[src/hw/rtl/pbrb_pkg.sv]
// Package for the PCI BAR register bank: codes, layout constants and functions.
package pbrb_pkg;

   localparam int unsigned NUM_BARS = 6;

   // Commands
   localparam logic CMD_READ  = 1'b0;
   localparam logic CMD_WRITE = 1'b1;

   // Device kinds (code 3 behaves as data-center)
   localparam logic [1:0] KIND_VENDOR_A   = 2'd0;
   localparam logic [1:0] KIND_CONSUMER   = 2'd1;
   localparam logic [1:0] KIND_DATACENTER = 2'd2;

   // CSR byte addresses (64-bit registers, 8-byte stride)
   localparam logic [4:0] CSR_ADDR_KIND = 5'd0;
   localparam logic [4:0] CSR_ADDR_VRAM = 5'd8;
   localparam logic [4:0] CSR_ADDR_BUS  = 5'd16;

   localparam logic [1:0]  KIND_RESET = KIND_DATACENTER;
   localparam logic [48:0] VRAM_RESET = 49'd0;
   localparam logic [7:0]  BUS_RESET  = 8'd1;

   // Firmware windows
   localparam logic [63:0] MMIO32_BASE    = 64'h0000_0000_E000_0000;
   localparam logic [63:0] MMIO64_BASE    = 64'h0000_2000_0000_0000;
   localparam logic [63:0] MMIO64_SECOND  = 64'h0000_0080_0000_0000;
   localparam logic [63:0] MMIO32_SECOND  = 64'h0000_0000_0100_0000;
   localparam logic [63:0] IO_BASE       = 64'h0000_0000_0000_3000;
   localparam int unsigned MMIO32_SLOT_SHIFT = 25;
   localparam int unsigned MMIO64_SLOT_SHIFT = 40;
   localparam int unsigned IO_SLOT_SHIFT     = 12;

   // Size masks (size - 1)
   localparam logic [63:0] MASK_16M  = 64'h0000_0000_00FF_FFFF;
   localparam logic [63:0] MASK_32M  = 64'h0000_0000_01FF_FFFF;
   localparam logic [63:0] MASK_256M = 64'h0000_0000_0FFF_FFFF;
   localparam logic [63:0] MASK_2M   = 64'h0000_0000_001F_FFFF;
   localparam logic [63:0] MASK_512K = 64'h0000_0000_0007_FFFF;
   localparam logic [63:0] MASK_128  = 64'h0000_0000_0000_007F;
   localparam logic [48:0] VRAM_DEFAULT = 49'h0_0000_1000_0000;

   // Type flag bits in the read-back
   localparam logic [31:0] FLAG_IO   = 32'h1;
   localparam logic [31:0] FLAG_64   = 32'h4;
   localparam logic [31:0] FLAG_PREF = 32'h8;
   localparam logic [31:0] KEEP_IO   = ~32'h3;
   localparam logic [31:0] KEEP_MEM  = ~32'hF;

   typedef struct packed {
      logic        impl;
      logic        io;
      logic        is64;
      logic        pref;
      logic        high;
      logic [63:0] size_mask;
      logic [63:0] base;
   } bar_desc_type;

   // Framebuffer aperture mask: vram rounded up to a power of two, minus one.
   function automatic logic [48:0] fb_mask_of(input logic [48:0] vram);
      logic [48:0] m;
      m = ((vram == '0) ? VRAM_DEFAULT : vram) - 49'd1;
      m = m | (m >> 1);
      m = m | (m >> 2);
      m = m | (m >> 4);
      m = m | (m >> 8);
      m = m | (m >> 16);
      m = m | (m >> 32);
      return m;
   endfunction

   function automatic bar_desc_type mem_bar(input logic [63:0] mask, input logic is64,
                                            input logic [63:0] base);
      bar_desc_type d;
      d           = '0;
      d.impl      = 1'b1;
      d.is64      = is64;
      d.pref      = is64;
      d.size_mask = mask;
      d.base      = base;
      return d;
   endfunction

   function automatic bar_desc_type bar_desc_of(input logic [1:0] kind,
                                                input logic [48:0] fb_mask,
                                                input logic [7:0] slot,
                                                input logic [2:0] idx);
      bar_desc_type d;
      logic [63:0]  slot64;
      logic [63:0]  mmio32;
      logic [63:0]  mmio64;
      logic [63:0]  fbm;
      logic         consumer;
      slot64   = {56'd0, slot};
      mmio32   = MMIO32_BASE + (slot64 << MMIO32_SLOT_SHIFT);
      mmio64   = MMIO64_BASE + (slot64 << MMIO64_SLOT_SHIFT);
      fbm      = {15'd0, fb_mask};
      consumer = (kind == KIND_CONSUMER);
      d        = '0;
      if (kind == KIND_VENDOR_A) begin
         case (idx)
            3'd0: d = mem_bar(fbm, 1'b1, mmio64);
            3'd1: d.high = 1'b1;
            3'd2: d = mem_bar(MASK_2M, 1'b1, mmio64 + MMIO64_SECOND);
            3'd3: d.high = 1'b1;
            3'd5: d = mem_bar(MASK_512K, 1'b0, mmio32 + MMIO32_SECOND);
            default: d = '0;
         endcase
      end else begin
         case (idx)
            3'd0: d = mem_bar(MASK_16M, 1'b0, mmio32);
            3'd1: d = mem_bar(consumer ? MASK_256M : fbm, 1'b1, mmio64);
            3'd2: d.high = 1'b1;
            3'd3: d = mem_bar(MASK_32M, 1'b1, mmio64 + MMIO64_SECOND);
            3'd4: d.high = 1'b1;
            3'd5: begin
               if (consumer) begin
                  d.impl      = 1'b1;
                  d.io        = 1'b1;
                  d.size_mask = MASK_128;
                  d.base      = IO_BASE + (slot64 << IO_SLOT_SHIFT);
               end
            end
            default: d = '0;
         endcase
      end
      return d;
   endfunction

   // Read-back of one BAR given its descriptor, the one below it and its stored value.
   function automatic logic [31:0] readback(input bar_desc_type cur,
                                            input bar_desc_type lo,
                                            input logic flag,
                                            input logic [31:0] value);
      logic [31:0] v;
      logic [31:0] flags;
      logic [31:0] keep;
      v     = '0;
      flags = '0;
      keep  = '0;
      if (cur.high) begin
         if (lo.impl && lo.is64) begin
            v = flag ? value : lo.base[63:32];
            v = v & ~lo.size_mask[63:32];
         end
      end else if (cur.impl) begin
         if (cur.io) begin
            flags = FLAG_IO;
            keep  = ~cur.size_mask[31:0] & KEEP_IO;
         end else begin
            flags = (cur.is64 ? FLAG_64 : '0) | (cur.pref ? FLAG_PREF : '0);
            keep  = ~cur.size_mask[31:0] & KEEP_MEM;
         end
         v = ((flag ? value : cur.base[31:0]) & keep) | flags;
      end
      return v;
   endfunction

endpackage

[src/hw/rtl/pci_bar_register_bank.sv]
// Top level of the PCI BAR register bank: six sized base address registers.
//
// Six PCI base address registers whose size, type flags and firmware default
// base follow from three control registers (device kind, framebuffer size,
// bus number). Each transfer on the req channel reads or writes one BAR with
// byte enables and returns the BAR's read-back value after the access on the
// rsp channel, one result per request, in order. A new request can be taken
// every cycle while req_stall is low; each request passes the input register,
// then the lookup/merge stage into the result register.
// While a finished result waits on a stalled rsp channel the input register
// takes one more request, then req_stall holds until the result drains.
// Control registers sit on a 64-bit APB-style port at
// byte offsets 0 (kind), 8 (framebuffer bytes) and 16 (bus number); write them
// only while no request is in flight. Layout is derived live from them, so a
// change affects unwritten BARs and the masking of written ones.
module pci_bar_register_bank (
   input  logic        clock,
   input  logic        reset,
   // request channel
   input  logic        req_valid,
   output logic        req_stall,
   input  logic        req_command,
   input  logic [2:0]  req_bar_index,
   input  logic [3:0]  req_byte_enable,
   input  logic [31:0] req_write_data,
   // result channel
   output logic        rsp_valid,
   input  logic        rsp_stall,
   output logic [31:0] rsp_read_data,
   // control register port
   input  logic        psel,
   input  logic        penable,
   input  logic        pwrite,
   input  logic [4:0]  paddr,
   input  logic [63:0] pwdata,
   output logic [63:0] prdata,
   output logic        pready
);

   // ---------------- control registers ----------------
   logic [1:0]  kind_ff,    kind_in;
   logic [48:0] vram_ff,    vram_in;
   logic [48:0] fb_mask_ff, fb_mask_in;   // aperture mask, recomputed on write
   logic [7:0]  bus_ff,     bus_in;
   logic        csr_write;

   assign pready    = 1'b1;
   assign csr_write = psel && penable && pwrite;

   always_comb begin
      kind_in    = kind_ff;
      vram_in    = vram_ff;
      fb_mask_in = fb_mask_ff;
      bus_in     = bus_ff;
      if (csr_write) begin
         case (paddr)
            pbrb_pkg::CSR_ADDR_KIND: kind_in = pwdata[1:0];
            pbrb_pkg::CSR_ADDR_VRAM: begin
               vram_in    = pwdata[48:0];
               fb_mask_in = pbrb_pkg::fb_mask_of(pwdata[48:0]);
            end
            pbrb_pkg::CSR_ADDR_BUS:  bus_in = pwdata[7:0];
            default: ;
         endcase
      end
   end

   always_ff @(posedge clock) begin
      if (reset) begin
         kind_ff    <= pbrb_pkg::KIND_RESET;
         vram_ff    <= pbrb_pkg::VRAM_RESET;
         fb_mask_ff <= pbrb_pkg::fb_mask_of(pbrb_pkg::VRAM_RESET);
         bus_ff     <= pbrb_pkg::BUS_RESET;
      end else begin
         kind_ff    <= kind_in;
         vram_ff    <= vram_in;
         fb_mask_ff <= fb_mask_in;
         bus_ff     <= bus_in;
      end
   end

   always_comb begin
      case (paddr)
         pbrb_pkg::CSR_ADDR_KIND: prdata = {62'd0, kind_ff};
         pbrb_pkg::CSR_ADDR_VRAM: prdata = {15'd0, vram_ff};
         pbrb_pkg::CSR_ADDR_BUS:  prdata = {56'd0, bus_ff};
         default:                 prdata = '0;
      endcase
   end

   // ---------------- handshake ----------------
   // Stage 1 holds the accepted request; it moves on when the result
   // register is empty or being drained this cycle.
   logic        s1_valid_ff, s1_valid_in;
   logic        s1_command_ff;
   logic [2:0]  s1_bar_index_ff;
   logic [3:0]  s1_byte_enable_ff;
   logic [31:0] s1_write_data_ff;
   logic        rsp_valid_ff, rsp_valid_in;
   logic [31:0] rsp_read_data_ff, rsp_read_data_in;
   logic        req_transfer;
   logic        s1_advance;

   assign s1_advance   = s1_valid_ff && (!rsp_valid_ff || !rsp_stall);
   assign req_stall    = s1_valid_ff && rsp_valid_ff && rsp_stall;
   assign req_transfer = req_valid && !req_stall;
   assign s1_valid_in  = req_transfer || (s1_valid_ff && !s1_advance);
   assign rsp_valid_in = s1_advance || (rsp_valid_ff && rsp_stall);

   always_ff @(posedge clock) begin
      if (reset) begin
         s1_valid_ff  <= 1'b0;
         rsp_valid_ff <= 1'b0;
      end else begin
         s1_valid_ff  <= s1_valid_in;
         rsp_valid_ff <= rsp_valid_in;
      end
   end

   always_ff @(posedge clock) begin
      if (req_transfer) begin
         s1_command_ff     <= req_command;
         s1_bar_index_ff   <= req_bar_index;
         s1_byte_enable_ff <= req_byte_enable;
         s1_write_data_ff  <= req_write_data;
      end
      if (s1_advance) begin
         rsp_read_data_ff <= rsp_read_data_in;
      end
   end

   assign rsp_valid     = rsp_valid_ff;
   assign rsp_read_data = rsp_read_data_ff;

   // ---------------- BAR state ----------------
   // Stored values have no reset; the flag decides whether they are used.
   logic [31:0] written_value_ff [pbrb_pkg::NUM_BARS];
   logic [pbrb_pkg::NUM_BARS-1:0] written_flag_ff;
   logic [31:0] written_value_in;
   logic        bar_write;

   // ---------------- lookup and merge ----------------
   logic [7:0]             slot;
   logic [2:0]             lo_index;
   logic                   index_ok;
   logic                   cur_flag;
   logic [31:0]            cur_value;
   logic [31:0]            old_readback;
   logic [31:0]            covered;
   pbrb_pkg::bar_desc_type desc_cur;
   pbrb_pkg::bar_desc_type desc_lo;

   // slot is bus - 1, pinned at zero for bus zero
   assign slot     = (bus_ff == 8'd0) ? 8'd0 : bus_ff - 8'd1;
   assign index_ok = (s1_bar_index_ff < 3'(pbrb_pkg::NUM_BARS));
   assign lo_index = s1_bar_index_ff - 3'd1;   // BAR0 never is an upper half
   assign desc_cur = pbrb_pkg::bar_desc_of(kind_ff, fb_mask_ff, slot, s1_bar_index_ff);
   assign desc_lo  = pbrb_pkg::bar_desc_of(kind_ff, fb_mask_ff, slot, lo_index);
   assign cur_flag  = index_ok && written_flag_ff[s1_bar_index_ff];
   assign cur_value = index_ok ? written_value_ff[s1_bar_index_ff] : '0;
   assign old_readback = pbrb_pkg::readback(desc_cur, desc_lo, cur_flag, cur_value);

   always_comb begin
      for (int lane = 0; lane < 4; lane++) begin
         covered[8*lane +: 8] = {8{s1_byte_enable_ff[lane]}};
      end
   end

   // write merges enabled lanes into the current read-back value
   assign written_value_in = (old_readback & ~covered) | (s1_write_data_ff & covered);
   assign bar_write = s1_advance && index_ok && (s1_command_ff == pbrb_pkg::CMD_WRITE);

   always_comb begin
      if (!index_ok) begin
         rsp_read_data_in = '0;               // out-of-range BAR reads zero
      end else if (s1_command_ff == pbrb_pkg::CMD_WRITE) begin
         rsp_read_data_in = pbrb_pkg::readback(desc_cur, desc_lo, 1'b1, written_value_in);
      end else begin
         rsp_read_data_in = old_readback;
      end
   end

   always_ff @(posedge clock) begin
      if (bar_write) begin
         written_value_ff[s1_bar_index_ff] <= written_value_in;
      end
   end

   always_ff @(posedge clock) begin
      if (reset) begin
         written_flag_ff <= '0;
      end else if (bar_write) begin
         written_flag_ff[s1_bar_index_ff] <= 1'b1;
      end
   end

endmodule

[config.mk]
export PLATFORM = sky130hd
export DESIGN_NAME = pci_bar_register_bank
export DESIGN_NICKNAME = d
export VERILOG_FILES = /design/src/hw/rtl/pbrb_pkg.sv /design/src/hw/rtl/pci_bar_register_bank.sv
export SDC_FILE = /design/constraint.sdc
export NUM_CORES = 1
export LEC_CHECK = 0
export BUFFER_PORTS_ARGS = -buffer_cell sky130_fd_sc_hd__buf_2
export CAP_MARGIN = 15
export CELL_PAD_IN_SITES_DETAIL_PLACEMENT = 2
export CELL_PAD_IN_SITES_GLOBAL_PLACEMENT = 2
export CORE_UTILIZATION = 38
export DETAILED_ROUTE_END_ITERATION = 10
export GPL_TIMING_DRIVEN = 0
export PLACE_DENSITY = 0.82
export REMOVE_ABC_BUFFERS = 1
export SLEW_MARGIN = 20
export SYNTH_ARGS = -nofsm -noshare
export SYNTH_HDL_FRONTEND = slang
export SYNTH_SLANG_ARGS = --single-unit
[constraint.sdc]
create_clock -name clock -period 8.7 [get_ports clock]
set_input_delay 0.87 -clock clock [delete_from_list [all_inputs] [get_ports clock]]
set_output_delay 0.87 -clock clock [all_outputs]
set_load 0.03 [all_outputs]
# After elaboration in Yosys (flattened, before gate mapping)
# Memories as Yosys holds them, arrays and structs flattened. A register that Yosys moved wholly into a read port is not among the register bits.
# Index checks and enable logic that the tools add are counted.
# totals
mem_count	1
mem_bits_rw	192
register_bits	188
word_cells	145
# mem_list
name	depth	width	read_ports	rd_ports_with_merged_regs	wr	line_no	text
written_value_ff	6	32	1	1	1	pci_bar_register_bank.sv:137	logic [31:0] written_value_ff [pbrb_pkg::NUM_BARS];
# classes
addsub	8
n_mux	51
n_bitwise	20
order_cmp	3
eq_ne	13
reduce_logical	37
# ops
cell	count
$pmux 113 s4	2
$pmux 113 s3	2
$mux 32	18
$mux 133	2
$and 32x32->32	6
$pmux 49 s3	1
$mux 49	2
$not 32->32	3
$or 32x32->32	3
$mux 71	1
$add 49x40->50 const B	1
$add 46x48->49 const A	1
$logic_not 49->1	1
$or 49x17->49	1
$or 49x33->49	1
$or 49x41->49	1
$or 49x45->49	1
$or 49x47->49	1
$or 49x48->49	1
$sub 49x1->49 const B	1
$add 34x25->35 const B	1
$add 32x33->34 const A	1
$add 14x20->21 const A	1
$pmux 4 s2	2
other kinds (31)	77

# Depth between registers and ports, before layout
# Gate-level depths: netlist of the first run.
# depth
word_depth	21
mapped_depth	13
mapped_depth_nobuf	12

# Worst setup path before layout of the first run
# No wires, ideal clock.
# synth_path
path_kind	in2reg
startpoint	input port rsp_stall
endpoint	memory written_value_ff[0][0], enable pin
required_ns	8.237
setup_slack_ns	2.137
setup_time_ns	0.463
path_stages	3
n_path_buf	0
arrival_time_ns	6.100
path_cell_list	a21boi_0 -> nand3_1 -> nor3_1
# synth_between
elab_chain_len	7
# synth_lines
item	line_no	text
from (decl)	pci_bar_register_bank.sv:28	input logic rsp_stall,
$logic_not 1->1	pci_bar_register_bank.sv:104	assign s1_advance = s1_valid_ff && (!rsp_valid_ff || !rsp_stall);
$logic_or 1x1->1	pci_bar_register_bank.sv:104	
$logic_and 1x1->1	pci_bar_register_bank.sv:104	
$logic_and 1x1->1 (2 in series)	pci_bar_register_bank.sv:171	assign bar_write = s1_advance && index_ok && (s1_command_ff == pbrb_pkg::CMD_WRITE);
$mux 1	pci_bar_register_bank.sv:184	if (bar_write) begin
$mux 1 (implied by the code)	pci_bar_register_bank.sv:185	written_value_ff[s1_bar_index_ff] <= written_value_in;
to (decl)	pci_bar_register_bank.sv:137	
# No other way between the ends.

# Worst setup path in the final report of the first run
# layout_path
startpoint	register kind_ff[1]
endpoint	register rsp_read_data_ff[28] (netlist: rsp_read_data[28]), data pin
# layout_between
elab_chain_len	18
# layout_lines
item	line_no	text
from (decl)	pci_bar_register_bank.sv:41	logic [1:0] kind_ff, kind_in;
from (signal assigned)	pci_bar_register_bank.sv:70	kind_ff <= pbrb_pkg::KIND_RESET;
from (signal assigned)	pci_bar_register_bank.sv:75	kind_ff <= kind_in;
$eq 2x1->1	pbrb_pkg.sv:99	consumer = (kind == KIND_CONSUMER);
$mux 49	pbrb_pkg.sv:113	3'd1: d = mem_bar(consumer ? MASK_256M : fbm, 1'b1, mmio64);
$pmux 113 s4	pbrb_pkg.sv:111	case (idx)
$mux 133	pbrb_pkg.sv:101	if (kind == KIND_VENDOR_A) begin
$not 32->32	pbrb_pkg.sv:150, pbrb_pkg.sv:153	
$mux 32	pbrb_pkg.sv:147	end else if (cur.impl) begin
$mux 32	pbrb_pkg.sv:142	if (cur.high) begin
$and 32x32->32	pbrb_pkg.sv:155	v = ((flag ? value : cur.base[31:0]) & keep) | flags;
(+3 left out)	n/a	
$and 32x32->32 (*)	pci_bar_register_bank.sv:170	assign written_value_in = (old_readback & ~covered) | (s1_write_data_ff & covered);
$or 32x32->32 (*)	pci_bar_register_bank.sv:170	
via written_value_in[28]	pci_bar_register_bank.sv:139	logic [31:0] written_value_in;
$and 32x32->32	pbrb_pkg.sv:155	
$or 32x32->32	pbrb_pkg.sv:155	
$mux 32	pbrb_pkg.sv:147	
$mux 32 (*)	pbrb_pkg.sv:142	
$mux 32 (*)	pci_bar_register_bank.sv:176	end else if (s1_command_ff == pbrb_pkg::CMD_WRITE) begin
to (signal assigned)	pci_bar_register_bank.sv:128	rsp_read_data_ff <= rsp_read_data_in;
to (decl)	pci_bar_register_bank.sv:100	logic [31:0] rsp_read_data_ff, rsp_read_data_in;
# The timed path passes the listed nets; every way through them passes the cells marked *. The select of a mux whose other input is x is not followed.
# A chain may end at the register's enable or synchronous reset.

==> impl_metrics.yaml, run 1 <==
outcome:
  status: "finished clean"
clock_network:
  cts_buffers: 44
  root_buffer: "clkbuf_16"
  cts_resized: 0
  clock_latency_ps: 600
  clkTransAtPathRegs_ps: 60
  cts_buffer_depth: 3
  cts.sinks: 379
  post-cts-setup-buffers: 0
  cts_hold_buf: 0
  htreeDepth: 2
  tritoncts: "yes"
global_routing:
  grt_pass1_vias: 15200
  grt_antenna_before_repair: 0
  grt_max_degree: 57
  grt_pass1_wl_um: 94000
  grt.total_usage_pct: 26.0
  overflow: 0
routing:
  routed_wl_um: 62800
  dr_total_vias: 14000
  drc: 0
  wl_per_cell_um: 25.8
  vias_per_cell: 5.77
  drtAntennaViolNets: 0
  first_pass_iters: 5
  drt_iter0_markers: 828
yosys:
  synthTopCellsByArea: "edfxtp_1 44%, dfxtp_1 13%, nand2_1 4.2%"
  synth_top_family_by_area: "simple AND/OR/NAND/NOR gates"
  synth_area_leader_cell: "edfxtp_1"
  netlist_area_sq_um: 17900
  synth_fa_ha_area_share_pct: 0.350
  synthXorXnorAreaFrac_pct: 1.47
  synthMuxAreaShare_pct: 7.63
  async_flop_share_pct: 0
  synth_cells: 1635
  ys_ff_latch: 379
  synth_flop_cell: "edfxtp_1"
  synth-edff-count: 264
  synth_compound_area_share_pct: 12.8
  seq_area_frac_synth_pct: 57.2
  synth_cell_types: 88
  synth_simple_gate_area_share_pct: 17.1
  avgSynthCellArea_sq_um: 10.9
  synth_top_area_share_pct: 44.3
  ys.warnings.count: 0
floorplan:
  io_pins: 215
  die_y_um: 219
  placementRows: 79
  core_area_sq_um: 46500
  dieArea_sq_um: 47900
  start_util_pct: 38.5
  die_w_um: 219
placed_design:
  dp_slack_ps: 3760
  dp.cells: 2349
  routabilityCongestion: 0.839
  dpl-instance-area_sq_um: 19700
  place_hpwl_um: 44600
  numPortBuffers: 183
critical_path:
  r2r-end: "rsp_read_data[28]"
  slowest_stage: "dfxtp_1"
  critPathMaxFanout: 28
  crit_family: "compound AO/OA/AOI/OAI gates"
  required_ps: 9020
  worst_r2r_path_depth: 8
  r2r-start: "kind_ff[1]"
  path_class: "reg2reg"
  max_stage_delay_ps: 1050
  reg2reg_slack_ps: 3920
  path_cells: "nor2_1, nor4_1, o21ai_0, nor4_1, a21oi_1, o31ai_1, a21oi_1, a21oi_1"
  path_buf_inv: 0
  cp.arrival_ps: 5100
  cp-start-kind: "flop"
  endpoint_kind: "flop"
  timing.critical_path.mode_cell: "a21oi_1"
timing:
  rsz0062_at_grt: "no"
  setup_viol_count_final: 0
  relSlewSlack_pct: 25.8
  fin_ws_ps: 3920
  setup_tns_ps: 0
  fmaxAchievable_mhz: 209
  finClkSkew_ps: 28.3
  hold_viol: 0
  min_period_ps: 4780
  finalCritPeriodShare_pct: 55.0
  tightest_slew_ps: 1110
  maxSlewViolCount: 0
min_path:
  worstHoldPathCells: 1
  hold_path.class: "in2reg"
  hold_start: "req_write_data[16]"
  worstHoldEndpoint: "s1_write_data_ff[16]"
finish:
  insertedDiodeCount: 0
  design_area_sq_um: 21200
  layout_common_cells: "264 x edfxtp_1, 200 x nand2_1, 183 x buf_2"
  post_route_cells_drive_above_1_share_pct: 21.4
  fin_cells: 2432
  area_growth_syn_to_layout_pct: 18.3
  layout_commonest_cell: "edfxtp_1"
  final_util_pct: 45.6
  final_nets: 1911
  fillers: 4815
flow_run:
  drv_cap: 0
power_and_ir_drop:
  power_density_nw_per_um2: 199
  ir_worst_vdd_v: 0.000129
  leakage_nw: 7.50
-- through the flow --
stage               power (mW)  hold slack [ps]
global route              4.31              434
detailed placement        2.35              447
finish                    4.20              444
floorplan                 2.19              426
CTS                       4.24              420
global placement          2.32              438
-- area by class of cell --
| class | instances | area [sq um] | share of cell area (%) |
|---|---|---|---|
| timing repair buffer | 216 | 1460 | 6.89 |
| sequential | 379 | 10200 | 48.4 |
| clock buffer | 58 | 1170 | 5.55 |
| inverter | 22 | 82.6 | 0.390 |
| tap | 607 | 759 | 3.59 |
| multi-input combinational | 1127 | 7170 | 33.9 |
| clock inverter | 23 | 277 | 1.31 |
-- power breakdown --
group / leakage, nW / internal [mW] / switching (mW) / total, mW
registers: 3.42 / 1.96 / 0.0422 / 2.00
clock network: 0.698 / 1.11 / 0.780 / 1.89
logic: 3.39 / 0.110 / 0.206 / 0.316
-- synth_stat cells (all sizes together) (5+ instances only) --
master  instances
or4             9
o31ai          21
buf            38
a21o            8
a31oi          20
and3            6
o22ai          14
o21ai          77
or2            12
a21oi         133
nor3           47
ha              5
nor4           28
nand3          21
and2           45
a22o           11
o211ai         12
inv            18
mux2           26
nand2         200
nor2b           9
nor2          179
xnor2          22
nand2b          9
edfxtp        264
dfxtp         115
mux4           32
a211oi         21
xor2            8
nand4          11
or3            13
o21a            5
mux2i          35
clkbuf         83
-- cells by family after synthesis --
kind of cell,count (synthesis)
simple gates,614
xor+xnor,30
compound gates,369
mux,93
flops,379
buf+inv,143
fa+ha+maj,5
other cells,2
-- sequential cells by signal, indices dropped and copies added, names as in the netlist, named ones only --
signal	cells
s1_bar_index_ff	3
fb_mask_ff	45
kind_ff	2
bus_ff	8
s1_command_ff	1
s1_byte_enable_ff	4
rsp_valid	1
s1_write_data_ff	32
written_value_ff	192
vram_ff	49
s1_valid_ff	1
rsp_read_data	32
written_flag_ff	6
-- worst max-delay path by stage --
stage	start	end	slack, ps	cells past startpoint
after floorplan	rsp_stall	written_value_ff[0][0]	2140	3
after global placement	rsp_stall	written_value_ff[1][13]	-2410	4
after detailed placement	s1_bar_index_ff[2]	rsp_read_data[28]	3760	8
after CTS	s1_bar_index_ff[2]	rsp_read_data[28]	3510	8
after global routing	kind_ff[1]	rsp_read_data[28]	3780	8
final	kind_ff[1]	rsp_read_data[28]	3920	8
-- metal layers --
metal,GRT usage (%),vias up,share of wire [%]
li1,-,6341,-
met1,31.1,7185,40
met2,46.9,406,51
met3,4.44,112,5.4
met4,8.87,0,3.0
met5,0,-,0
(Power assumes the default switching activity.)
==> inputs of run 2 (changes only) <==
==> constraint.sdc (replaced) <==
create_clock -name clock -period 4.85 [get_ports clock]
set_input_delay 0.485 -clock clock [delete_from_list [all_inputs] [get_ports clock]]
set_output_delay 0.485 -clock clock [all_outputs]
set_load 0.03 [all_outputs]
==> run 2 against run 1 <==
  * Via count increased by 0.46%
  * Worst hold slack lost 380 ps
  * Sequential power is 80% higher
  * Combinational power increased by 78%
  * Sequential share of layout area about the same
  * Setup slack lost 3600 ps
  * Maximum frequency grew 4.6%
==> impl_metrics.yaml, run 2 (synthesized netlist as in run 1, its figures left out) <==
global_routing:
  grt_max_degree: 57
  overflow: 0
  grt_pass1_vias: 15300
  grt.total_usage_pct: 26.1
  grt_antenna_before_repair: 1
  grt_pass1_wl_um: 94400
timing:
  hold_viol: 0
  finalCritPeriodShare_pct: 94.3
  maxSlewViolCount: 0
  setup_tns_ps: 0
  fmaxAchievable_mhz: 219
  min_period_ps: 4580
  setup_viol_count_final: 0
  tightest_slew_ps: 1140
  finClkSkew_ps: 28.5
  rsz0062_at_grt: "no"
  relSlewSlack_pct: 23.7
routing:
  dr_total_vias: 14100
  wl_per_cell_um: 25.8
  first_pass_iters: 5
  drt_iter0_markers: 881
  drtAntennaViolNets: 0
  routed_wl_um: 62800
  drc: 0
  vias_per_cell: 5.80
placed_design:
  dp.cells: 2349
  place_hpwl_um: 44600
  numPortBuffers: 183
  dpl-instance-area_sq_um: 19700
  routabilityCongestion: 0.839
finish:
  top_register: "written_value_ff"
  post_route_cells_drive_above_1_share_pct: 21.5
  largestRegisters: "written_value_ff (192), vram_ff (49), fb_mask_ff (45)"
  area_growth_syn_to_layout_pct: 18.3
  insertedDiodeCount: 0
  layout_common_cells: "264 x edfxtp_1, 200 x nand2_1, 183 x buf_2"
  final_util_pct: 45.5
  largest_reg_flops: 192
  final_nets: 1911
  design_area_sq_um: 21200
  fin_cells: 2432
  layout_commonest_cell: "edfxtp_1"
floorplan:
  die_y_um: 219
  core_area_sq_um: 46500
  io_pins: 215
  die_w_um: 219
  placementRows: 79
  dieArea_sq_um: 47900
  start_util_pct: 38.5
clock_network:
  clock_latency_ps: 600
  cts_buffer_depth: 3
  clkTransAtPathRegs_ps: 60
  cts_hold_buf: 0
  tritoncts: "yes"
  cts_buffers: 44
  root_buffer: "clkbuf_16"
  htreeDepth: 2
  cts.sinks: 379
power_and_ir_drop:
  leakage_nw: 7.50
  ir_worst_vdd_v: 0.000229
  power_density_nw_per_um2: 356
critical_path:
  critPathMaxFanout: 28
  cp.arrival_ps: 5000
  timing.critical_path.mode_cell: "nor2_1"
  path_cells: "nor2_1, nor3_1, o21bai_1, nand2_1, o31ai_1, a21oi_1, nor2_1"
  crit_cells: 7
  cp-start-kind: "flop"
  path_class: "reg2reg"
  slowest_stage: "dfxtp_1"
  worst_r2r_path_depth: 7
  path_buf_inv: 0
  endpoint_kind: "flop"
  crit_family: "simple AND/OR/NAND/NOR gates"
  max_stage_delay_ps: 1070
  required_ps: 5280
outcome:
  status: "finished clean"
min_path:
  hold_path.class: "in2reg"
  worstHoldPathCells: 1
flow_run:
  drv_cap: 0
run 2: worst paths after layout:
path / slack (ps) / start / end
max: 270 / kind_ff[1] / rsp_read_data[1]
min: 60 / req_write_data[16] / s1_write_data_ff[16]
max reg2reg: 270 / kind_ff[1] / rsp_read_data[1]
min reg2reg: 450 / vram_ff[13] / vram_ff[13]
run 2: final cells by class:
type                            instances  area (sq um)
Fill cell                            4811         25300
Sequential cell                       379         10200
Multi-Input combinational cell       1127          7180
Timing Repair Buffer                  216          1450
Clock buffer                           58          1170
Tap cell                              607           759
Clock inverter                         23           277
Inverter                               22          82.6
run 2: report_power, final:
group | switching [mW] | total, mW | internal [mW]
Sequential | 0.0788 | 3.59 | 3.52
Clock | 1.39 | 3.37 | 1.98
Combinational | 0.367 | 0.564 | 0.197
run 2: metrics by stage:
stage	setup WS, ps	total power [mW]	hold slack [ps]
final	275	7.53	59.7
after global routing	198	7.74	49.2
after CTS	156	7.60	35.2
after detailed placement	-92.8	4.22	447
after global placement	-5880	4.17	438
after floorplan	-1330	3.93	426
run 2: worst reg2reg max path, delay by kind of cell (launching register included):
family          cells  cell delay [ps]
flops               1             1070
compound gates      3             1570
simple gates        4             1790
run 2: per-layer routing:
metal | global-route usage [%] | vias to the layer above | wire (um)
met5 | 0 | - | 0
met4 | 9.05 | 0 | 1820
met3 | 4.32 | 112 | 3190
met2 | 47.1 | 410 | 32300
met1 | 31.3 | 7240 | 25500
li1 | - | 6346 | -
run 2: what timing repair did:
action / 4_1_cts / 5_1_grt
gates resized for setup: 0 / 1
buffers inserted: 2 / 0
endpoints found under the setup margin: 1 / 1
endpoints found under the hold margin: 0 / 0
